## src/rtl/scfill_pkg.sv

```systemverilog
// Shared types and constants for the scanline polygon span fill unit.
// Used by scfill_div and the top level; depends on nothing else.
`timescale 1ns / 1ps
`default_nettype none
package scfill_pkg;
	localparam int XW      = 10;
	localparam int VMAX    = 16;
	localparam int VIW     = $clog2(VMAX);
	localparam int VCW     = $clog2(VMAX + 1);
	localparam int MAX_RES = 8;
	localparam int PW      = $clog2(MAX_RES + 1);
	localparam int PRW     = 2 * XW;
	localparam int DCW     = $clog2(PRW + 1);

	localparam logic [1:0] ACT_CLEAR = 2'd0;
	localparam logic [1:0] ACT_ADD   = 2'd1;
	localparam logic [1:0] ACT_FILL  = 2'd2;
	// The remaining code is unused and the block ignores it.
	localparam logic [1:0] ACT_RSVD  = 2'd3;

	typedef struct packed {
		logic [1:0]    action;
		logic [XW-1:0] vertex_x;
		logic [XW-1:0] vertex_y;
		logic [XW-1:0] scan_y;
	} in_item_t;

	typedef struct packed {
		logic [XW-1:0] span_y;
		logic [XW-1:0] span_start;
		logic [XW:0]   span_end;
		logic          no_span;
		logic          overflow;
		logic          last;
	} out_item_t;

	typedef struct packed {
		logic          done;
		logic [PRW-1:0] quo;
		logic [XW-1:0]  rem;
	} div_res_t;
endpackage
`default_nettype wire

```

## src/rtl/scfill_ram.sv

```systemverilog
// Generic single-write, single-read synchronous RAM with registered read data.
// No dependencies.
`timescale 1ns / 1ps
`default_nettype none
module scfill_ram #(
	parameter int W = 8,
	parameter int D = 16
) (
	input  wire logic                 clk,
	input  wire logic                 we,
	input  wire logic [$clog2(D)-1:0] waddr,
	input  wire logic [W-1:0]         wdata,
	input  wire logic [$clog2(D)-1:0] raddr,
	output logic      [W-1:0]         rdata
);
	logic [W-1:0] mem [D];

	always_ff @(posedge clk) begin
		if (we) begin
			mem[waddr] <= wdata;
		end
		rdata <= mem[raddr];
	end
endmodule
`default_nettype wire

```

## src/rtl/scfill_div.sv

```systemverilog
// Restoring divider, one quotient bit per cycle, for the edge crossing offset.
// Depends on scfill_pkg.
`timescale 1ns / 1ps
`default_nettype none
module scfill_div (
	input  wire logic                       clk,
	input  wire logic                       arst_n,
	input  wire logic                       start,
	input  wire logic [scfill_pkg::PRW-1:0] dividend,
	input  wire logic [scfill_pkg::XW-1:0]  divisor,
	output scfill_pkg::div_res_t            res
);
	logic [scfill_pkg::PRW-1:0] a_q;
	logic [scfill_pkg::XW-1:0]  r_q;
	logic [scfill_pkg::XW-1:0]  d_q;
	logic [scfill_pkg::DCW-1:0] cnt_q;
	logic                       busy_q;
	logic                       done_q;
	logic [scfill_pkg::XW:0]    trial;
	logic [scfill_pkg::XW:0]    diff;

	assign trial = {r_q, a_q[scfill_pkg::PRW-1]};
	assign diff  = trial - {1'b0, d_q};

	always_ff @(posedge clk or negedge arst_n) begin
		if (!arst_n) begin
			busy_q <= 1'b0;
			done_q <= 1'b0;
			cnt_q  <= '0;
			a_q    <= '0;
			r_q    <= '0;
			d_q    <= '0;
		end else begin
			done_q <= 1'b0;
			if (start) begin
				a_q    <= dividend;
				r_q    <= '0;
				d_q    <= divisor;
				cnt_q  <= scfill_pkg::DCW'(scfill_pkg::PRW);
				busy_q <= 1'b1;
			end else if (busy_q) begin
				// The partial remainder stays below the divisor, so it fits in XW bits.
				if (trial >= {1'b0, d_q}) begin
					r_q <= diff[scfill_pkg::XW-1:0];
					a_q <= {a_q[scfill_pkg::PRW-2:0], 1'b1};
				end else begin
					r_q <= trial[scfill_pkg::XW-1:0];
					a_q <= {a_q[scfill_pkg::PRW-2:0], 1'b0};
				end
				cnt_q <= cnt_q - 1'b1;
				if (cnt_q == scfill_pkg::DCW'(1)) begin
					busy_q <= 1'b0;
					done_q <= 1'b1;
				end
			end
		end
	end

	assign res.done = done_q;
	assign res.quo  = a_q;
	assign res.rem  = r_q;
endmodule
`default_nettype wire

```

## src/rtl/scanline_polygon_span_fill_unit.sv

```systemverilog
// Scanline polygon span fill: top level with vertex store, crossing store and sequencer.
// Depends on scfill_pkg, scfill_ram and scfill_div.
`timescale 1ns / 1ps
`default_nettype none
// Clear and add-vertex beats give no result. A fill beat walks each polygon edge
// through the vertex RAM; for each edge that crosses the row the offset is multiplied,
// divided in the bit-serial divider and inserted into the sorted crossing RAM, each
// larger entry being shifted up after a compare. Each span then needs reads of its two
// crossings from the crossing RAM and a load of the result register.
// A result beat may wait at the output while the next input beat is accepted.
module scanline_polygon_span_fill_unit (
	input  wire logic                  clk,
	input  wire logic                  arst_n,
	input  wire logic                  in_valid,
	output logic                       in_ready,
	input  wire scfill_pkg::in_item_t  in_data,
	output logic                       out_valid,
	input  wire logic                  out_ready,
	output scfill_pkg::out_item_t      out_data
);
	localparam int XW  = scfill_pkg::XW;
	localparam int VIW = scfill_pkg::VIW;
	localparam int VCW = scfill_pkg::VCW;
	localparam int PW  = scfill_pkg::PW;

	typedef enum logic [3:0] {
		S_IDLE, S_VRD0, S_VWAIT0, S_ERD, S_EWAIT, S_MUL, S_DSTART, S_DIV,
		S_INS, S_INSW, S_NEXT, S_OSTART, S_ORD0, S_ORD1, S_ORD2, S_EMIT
	} state_t;

	state_t               state_q;
	logic [VCW-1:0]       cnt_q;
	logic                 ovf_q;
	logic [XW-1:0]        sy_q;
	logic [2*XW-1:0]      prev_q;
	logic [2*XW-1:0]      cur_q;
	logic [VIW-1:0]       e_q;
	logic [VCW-1:0]       k_q;
	logic [VCW-1:0]       j_q;
	logic [XW-1:0]        xa_q;
	logic                 neg_q;
	logic [XW-1:0]        adx_q;
	logic [XW-1:0]        t_q;
	logic [XW-1:0]        dy_q;
	logic [2*XW-1:0]      prod_q;
	logic [XW-1:0]        v_q;
	logic [PW-1:0]        pairs_q;
	logic [PW-1:0]        p_q;
	logic [XW-1:0]        s_q;
	logic [XW-1:0]        end_q;
	logic                 nospan_q;
	logic                 out_valid_q;
	scfill_pkg::out_item_t out_q;

	logic                 in_acc;
	logic                 out_free;
	logic                 load_out;
	logic                 v_we;
	logic [VIW-1:0]       v_raddr;
	logic [2*XW-1:0]      v_rdata;
	logic                 c_we;
	logic [VIW-1:0]       c_waddr;
	logic [XW-1:0]        c_wdata;
	logic [VIW-1:0]       c_raddr;
	logic [XW-1:0]        c_rdata;
	logic                 div_start;
	scfill_pkg::div_res_t div_res;
	logic [XW-1:0]        py, cy, px, cx;
	logic                 crosses;
	logic                 prev_low;
	logic [VCW-1:0]       e_next;
	logic [VCW-1:0]       half_k;
	logic [XW-1:0]        x_cross;

	assign in_ready  = (state_q == S_IDLE);
	assign in_acc    = in_valid && in_ready;
	assign out_free  = !out_valid_q || out_ready;
	assign out_valid = out_valid_q;
	assign out_data  = out_q;

	assign px = prev_q[2*XW-1:XW];
	assign py = prev_q[XW-1:0];
	assign cx = v_rdata[2*XW-1:XW];
	assign cy = v_rdata[XW-1:0];
	assign crosses  = (py <= sy_q && cy > sy_q) || (py > sy_q && cy <= sy_q);
	assign prev_low = (py < cy);
	assign e_next   = VCW'(e_q) + 1'b1;
	assign half_k   = k_q >> 1;

	// Floor of the exact crossing: a negative slope rounds the offset away from xa.
	always_comb begin
		if (neg_q) begin
			x_cross = xa_q - div_res.quo[XW-1:0] - XW'(div_res.rem != '0);
		end else begin
			x_cross = xa_q + div_res.quo[XW-1:0];
		end
	end

	assign v_we = in_acc && in_data.action == scfill_pkg::ACT_ADD
		&& cnt_q < VCW'(scfill_pkg::VMAX);

	always_comb begin
		v_raddr = '0;
		if (state_q == S_ERD) begin
			v_raddr = (e_next < cnt_q) ? e_next[VIW-1:0] : '0;
		end
	end

	always_comb begin
		c_we      = 1'b0;
		c_waddr   = j_q[VIW-1:0];
		c_wdata   = v_q;
		c_raddr   = '0;
		div_start = (state_q == S_DSTART);
		load_out  = 1'b0;
		unique case (state_q)
			S_INS: begin
				if (j_q == '0) begin
					c_we = 1'b1;
				end else begin
					c_raddr = VIW'(j_q - 1'b1);
				end
			end
			S_INSW: begin
				c_we = 1'b1;
				if (c_rdata > v_q) begin
					c_wdata = c_rdata;
				end
			end
			S_ORD0: c_raddr = VIW'({p_q, 1'b0});
			S_ORD1: c_raddr = VIW'({p_q, 1'b1});
			S_EMIT: load_out = out_free;
			default: ;
		endcase
	end

	scfill_ram #(.W(2 * XW), .D(scfill_pkg::VMAX)) u_vram (
		.clk   (clk),
		.we    (v_we),
		.waddr (cnt_q[VIW-1:0]),
		.wdata ({in_data.vertex_x, in_data.vertex_y}),
		.raddr (v_raddr),
		.rdata (v_rdata)
	);

	scfill_ram #(.W(XW), .D(scfill_pkg::VMAX)) u_cram (
		.clk   (clk),
		.we    (c_we),
		.waddr (c_waddr),
		.wdata (c_wdata),
		.raddr (c_raddr),
		.rdata (c_rdata)
	);

	scfill_div u_div (
		.clk      (clk),
		.arst_n   (arst_n),
		.start    (div_start),
		.dividend (prod_q),
		.divisor  (dy_q),
		.res      (div_res)
	);

	always_ff @(posedge clk or negedge arst_n) begin
		if (!arst_n) begin
			state_q     <= S_IDLE;
			cnt_q       <= '0;
			ovf_q       <= 1'b0;
			out_valid_q <= 1'b0;
			sy_q        <= '0;
			prev_q      <= '0;
			cur_q       <= '0;
			e_q         <= '0;
			k_q         <= '0;
			j_q         <= '0;
			xa_q        <= '0;
			neg_q       <= 1'b0;
			adx_q       <= '0;
			t_q         <= '0;
			dy_q        <= '0;
			prod_q      <= '0;
			v_q         <= '0;
			pairs_q     <= '0;
			p_q         <= '0;
			s_q         <= '0;
			end_q       <= '0;
			nospan_q    <= 1'b0;
			out_q       <= '0;
		end else begin
			if (load_out) begin
				out_valid_q      <= 1'b1;
				out_q.span_y     <= sy_q;
				out_q.overflow   <= ovf_q;
				out_q.no_span    <= nospan_q;
				out_q.span_start <= nospan_q ? '0 : s_q;
				out_q.span_end   <= nospan_q ? '0 : ({1'b0, end_q} + 1'b1);
				out_q.last       <= nospan_q || (PW'(p_q + 1'b1) == pairs_q);
			end else if (out_ready) begin
				out_valid_q <= 1'b0;
			end
			unique case (state_q)
				S_IDLE: begin
					if (in_acc) begin
						unique case (in_data.action)
							scfill_pkg::ACT_CLEAR: begin
								cnt_q <= '0;
								ovf_q <= 1'b0;
							end
							scfill_pkg::ACT_ADD: begin
								if (cnt_q < VCW'(scfill_pkg::VMAX)) begin
									cnt_q <= cnt_q + 1'b1;
								end else begin
									ovf_q <= 1'b1;
								end
							end
							scfill_pkg::ACT_FILL: begin
								sy_q     <= in_data.scan_y;
								k_q      <= '0;
								e_q      <= '0;
								nospan_q <= 1'b0;
								state_q  <= (cnt_q < VCW'(2)) ? S_OSTART : S_VRD0;
							end
							default: ;
						endcase
					end
				end
				S_VRD0:   state_q <= S_VWAIT0;
				S_VWAIT0: begin
					prev_q  <= v_rdata;
					state_q <= S_ERD;
				end
				S_ERD:    state_q <= S_EWAIT;
				S_EWAIT: begin
					cur_q <= v_rdata;
					if (crosses) begin
						// Orient the edge so that it runs upward from its lower endpoint.
						if (prev_low) begin
							xa_q  <= px;
							neg_q <= cx < px;
							adx_q <= (cx < px) ? px - cx : cx - px;
							t_q   <= sy_q - py;
							dy_q  <= cy - py;
						end else begin
							xa_q  <= cx;
							neg_q <= px < cx;
							adx_q <= (px < cx) ? cx - px : px - cx;
							t_q   <= sy_q - cy;
							dy_q  <= py - cy;
						end
						state_q <= S_MUL;
					end else begin
						state_q <= S_NEXT;
					end
				end
				S_MUL: begin
					prod_q  <= adx_q * t_q;
					state_q <= S_DSTART;
				end
				S_DSTART: state_q <= S_DIV;
				S_DIV: begin
					if (div_res.done) begin
						v_q     <= x_cross;
						j_q     <= k_q;
						state_q <= S_INS;
					end
				end
				S_INS: begin
					if (j_q == '0) begin
						if (k_q < VCW'(scfill_pkg::VMAX)) begin
							k_q <= k_q + 1'b1;
						end
						state_q <= S_NEXT;
					end else begin
						state_q <= S_INSW;
					end
				end
				S_INSW: begin
					if (c_rdata > v_q) begin
						j_q     <= j_q - 1'b1;
						state_q <= S_INS;
					end else begin
						if (k_q < VCW'(scfill_pkg::VMAX)) begin
							k_q <= k_q + 1'b1;
						end
						state_q <= S_NEXT;
					end
				end
				S_NEXT: begin
					prev_q <= cur_q;
					if (e_next == cnt_q) begin
						state_q <= S_OSTART;
					end else begin
						e_q     <= e_q + 1'b1;
						state_q <= S_ERD;
					end
				end
				S_OSTART: begin
					p_q <= '0;
					if (half_k > VCW'(scfill_pkg::MAX_RES)) begin
						pairs_q <= PW'(scfill_pkg::MAX_RES);
					end else begin
						pairs_q <= PW'(half_k);
					end
					if (half_k == '0) begin
						nospan_q <= 1'b1;
						state_q  <= S_EMIT;
					end else begin
						state_q <= S_ORD0;
					end
				end
				S_ORD0: state_q <= S_ORD1;
				S_ORD1: begin
					s_q     <= c_rdata;
					state_q <= S_ORD2;
				end
				S_ORD2: begin
					end_q   <= c_rdata;
					state_q <= S_EMIT;
				end
				S_EMIT: begin
					if (out_free) begin
						if (nospan_q || PW'(p_q + 1'b1) == pairs_q) begin
							state_q <= S_IDLE;
						end else begin
							p_q     <= p_q + 1'b1;
							state_q <= S_ORD0;
						end
					end
				end
				default: state_q <= S_IDLE;
			endcase
		end
	end

	a_div_only_in_div: assert property (@(posedge clk) disable iff (!arst_n)
		div_res.done |-> state_q == S_DIV)
		else $error("divider finished outside the divide wait");
	a_no_overwrite: assert property (@(posedge clk) disable iff (!arst_n)
		load_out |-> (!out_valid_q || out_ready))
		else $error("result register loaded while a beat was pending");
	a_cnt_range: assert property (@(posedge clk) disable iff (!arst_n)
		cnt_q <= VCW'(scfill_pkg::VMAX))
		else $error("vertex count beyond capacity");
	a_edge_range: assert property (@(posedge clk) disable iff (!arst_n)
		state_q == S_ERD |-> e_next < cnt_q || e_next == cnt_q)
		else $error("edge walk ran past the vertex count");
	a_crossings_bounded: assert property (@(posedge clk) disable iff (!arst_n)
		state_q == S_NEXT |=> k_q <= VCW'(e_q) + 1'b1 || state_q == S_OSTART)
		else $error("more crossings than edges walked");
endmodule
`default_nettype wire
```

## config.mk

```make
export PLATFORM = sky130hd
export DESIGN_NAME = scanline_polygon_span_fill_unit
export DESIGN_NICKNAME = d
export VERILOG_FILES = /design/src/rtl/scfill_pkg.sv /design/src/rtl/scfill_ram.sv /design/src/rtl/scfill_div.sv /design/src/rtl/scanline_polygon_span_fill_unit.sv
export SDC_FILE = /design/constraint.sdc
export NUM_CORES = 2
export LEC_CHECK = 0
export BUFFER_PORTS_ARGS = -buffer_cell sky130_fd_sc_hd__clkbuf_2
export CORE_UTILIZATION = 50
export CTS_BUF_LIST = sky130_fd_sc_hd__clkbuf_4
export CTS_CLUSTER_DIAMETER = 120
export DETAILED_ROUTE_END_ITERATION = 7
export GPL_TIMING_DRIVEN = 0
export PLACE_DENSITY = 0.69
export REMOVE_ABC_BUFFERS = 1
export SYNTH_ARGS = -nofsm -noshare
export SYNTH_HDL_FRONTEND = slang
export SYNTH_SLANG_ARGS = --single-unit
```

## constraint.sdc

```tcl
create_clock -name clk -period 6.7 [get_ports clk]
set_clock_uncertainty 0.15 [all_clocks]
set_input_delay 0.67 -clock clk [delete_from_list [all_inputs] [get_ports clk]]
set_output_delay 0.67 -clock clk [all_outputs]
set_load 0.1 [all_outputs]
```

==> metrics <==
row cnt=101; Core Footprint=0.0759 mm²; Layout area overhead=11.8%; Arrival @ worst endpoint=6.08 ns; fraction of layout cells with a size suffix above 1=0.141; grt total ovfl=0; Final ANT Viol Nets=0; commonest cells after routing, fill and taps aside=nand2_1, edfxtp_1, clkbuf_4; CP max stage delay=0.62 ns; RSZ-0062 raised after global routing=false; number of max-cap violations=0; status=finished clean; post-synthesis compound-gate area fraction=0.126; CP Class=reg -> reg; Min-Delay Path Class=in -> async; FF-to-FF End=prod_q[19]; Worst-Skew Late Latency=1.05 ns; Req. time, crit path=7.39 ns; Seq/Total Area, Yosys=0.559; Max VDD drop=0.000225 V; Tot Pwr=20000 µW; GRT busiest layer=met2; Netlist cell types=86; RR Startpoint=adx_q[7]; H-tree depth=4; Slew Limit Fails=0; post-synthesis mux area share=0.0448; antenna violations before repair=2; Max FO, Critical Path=11; r2r setup slk=1.31 ns; DR WL/cell=19.2 µm; worst setup path start=adx_q[7]; XOR/XNOR Fraction of Synth Area=0.0201; CP Capture Type=flip-flop; Die Area=0.0778 mm²; Buffers on Ports=71; initial DRC count=1637; dpl cell area=0.0399 mm²; final setup fails=0; Peak Freq=185 MHz; ys async rst share=0.334; clk slew on worst S/H paths=0.06 ns; CTS tree=done; largest family of logic cells by synthesized area=compound AO/OA/AOI/OAI gates; Synth Flop Type=edfxtp_1; synthesized area=0.0383 mm²; Adder-Cell Fraction of Synth Area=0.0960; worst reg2reg path depth=19; post-CTS resize count=0; Hold Worst Slack=0.147 ns; max_slew headroom=0.0286; placed wire-length estimate=58600 µm; Area contributors post-synth=edfxtp_1, dfrtp_1, ha_1; Synth Register Bits=766; leakage power=0.0177 µW; Power Dens Cells=466 mW/mm²; routing usage on met3=0.0381; residual DRC count=0; # Post-CTS Setup Buffers=0; WL final=90300 µm; fin nets=3811; I/O Pins=72; critical path launch point type=flip-flop; Vias=26100; Die Y=279 µm; M1 GR Usage=0.290; number of synthesized flops with an enable pin=480; Post-Synthesis Cells=3355; Tmin final=5.39 ns; die width=279 µm; Worst path slowest cell=dfrtp_1; All-Layer GR Usage=0.234; Synth top area share=0.376; commonest non-fill, non-tap cell in the layout=nand2_1; Max Root-Sink Buffers=3; met2 Usage GRT=0.411; drt first pass iters=6; FILL cells=6372; CP Cell Sequence=nand2_1 > fa_1 > inv_1 > fa_1 > inv_1 > fa_1 > inv_1 > fa_1 > inv_1 > fa_1 > inv_1 > ha_1 > a21o_1 > a21oi_1 > and3_1 > a21oi_1 > a211oi_1 > xnor2_1 > o21ai_0; clock root buffer=clkbuf_4; via/cell ratio=5.54; first-pass GRT wire length=142000 µm; cell accounting for the most synthesized area=edfxtp_1; total CTS buffers=191; post-synthesis simple-gate area fraction=0.116; largest net degree at the start of global routing=106; synthesized area per cell=11.4 µm²; Sink Count=766; Warnings, synthesis=0; worst slew pin tran=1.46 ns; vias in the first global route=26200; Starting Density=0.505; GPL Wtd Cong=0.872; Hold Vio Cnt, Final=0; ratio of final minimum period to clock period=0.805; final instance area=0.0428 mm²
-- cells in the mapped netlist, types with 53 or more instances --
cell type / count
nor2_1: 131
a211oi_1: 68
o21ai_0: 185
and2_1: 135
inv_1: 188
xnor2_1: 53
ha_1: 179
dfrtp_1: 256
mux2i_1: 111
a21oi_1: 190
o22ai_1: 110
clkbuf_1: 124
nand2_1: 482
mux2_2: 54
edfxtp_1: 480
fa_1: 72
-- where the power goes --
group | internal [µW] | switching (µW)
Combinational | 3610 | 5630
Sequential | 5880 | 941
Clock | 1980 | 1930
Total | 11500 | 8500
-- per-layer routing --
metal  routed length [µm]  vias to the layer above
met1                37800                    12700
met2                45800                      713
li1                     -                    12500
met4                 2220                        2
met3                 4440                      178
met5                    9                        -
-- stage by stage --
step	setup WS, ns	setup TNS [ns]	utilization	std cells
floorplan	-0.615	-10.74	-	3177
global placement	-6.48	-425.90	0.516	4278
detailed placement	1.33	0	0.525	4316
CTS	1.29	0	0.563	4701
global route	0.990	0	0.564	4708
finish	1.31	0	0.564	4710
-- repair_timing --
action,in CTS,in global routing
hold endpoints to repair,447,0
setup endpoints to repair,0,0
hold buffers,43,0
-- area by class of cell --
cell class	instances	area (µm²)	area share
sequential	766	21400	0.500
multi-input combinational	2223	15500	0.362
clock buffer	281	2110	0.0492
timing repair buffer	154	1430	0.0335
tap	1030	1290	0.0301
inverter	188	706	0.0165
clock inverter	61	338	0.00789
antenna	7	17.5	0.000409
-- worst max path at each step --
stage	endpoint	depth (start not counted)	slack, ns
after floorplan	u_vram.rdata[16]	10	-0.61
after global placement	u_vram.rdata[8]	10	-6.48
after detailed placement	prod_q[19]	19	1.33
after CTS	prod_q[19]	19	1.29
after global routing	prod_q[19]	19	0.99
final	prod_q[19]	19	1.31
-- registers in the layout, summed over array words and instances, names as in the netlist, 10 cells and up --
name,flops
u_vram.mem,320
u_cram.mem,160
out_data,34
cur_q,20
prev_q,20
prod_q,20
u_div.a_q,20
u_vram.rdata,20
adx_q,10
dy_q,10
end_q,10
s_q,10
sy_q,10
t_q,10
u_cram.rdata,10
u_div.d_q,10
u_div.r_q,10
v_q,10
xa_q,10
-- worst max-delay path: cells and delay by family, from the launching register on --
| family | cells | cell delay (ns) |
|---|---|---|
| AND/OR/NAND/NOR | 2 | 0.36 |
| XOR/XNOR | 1 | 0.14 |
| AO/OA/AOI/OAI | 5 | 0.83 |
| flip-flops | 1 | 0.62 |
| buffers and inverters | 5 | 0.25 |
| adder cells (fa/ha/maj) | 6 | 2.86 |
-- logic make-up after synthesis --
logic type,count (synthesis)
xor+xnor,88
simple gates,948
buf+inv,366
mux,165
fa+ha+maj,251
flops,766
compound gates,771
No activity file was read; power rests on OpenSTA's default activity.
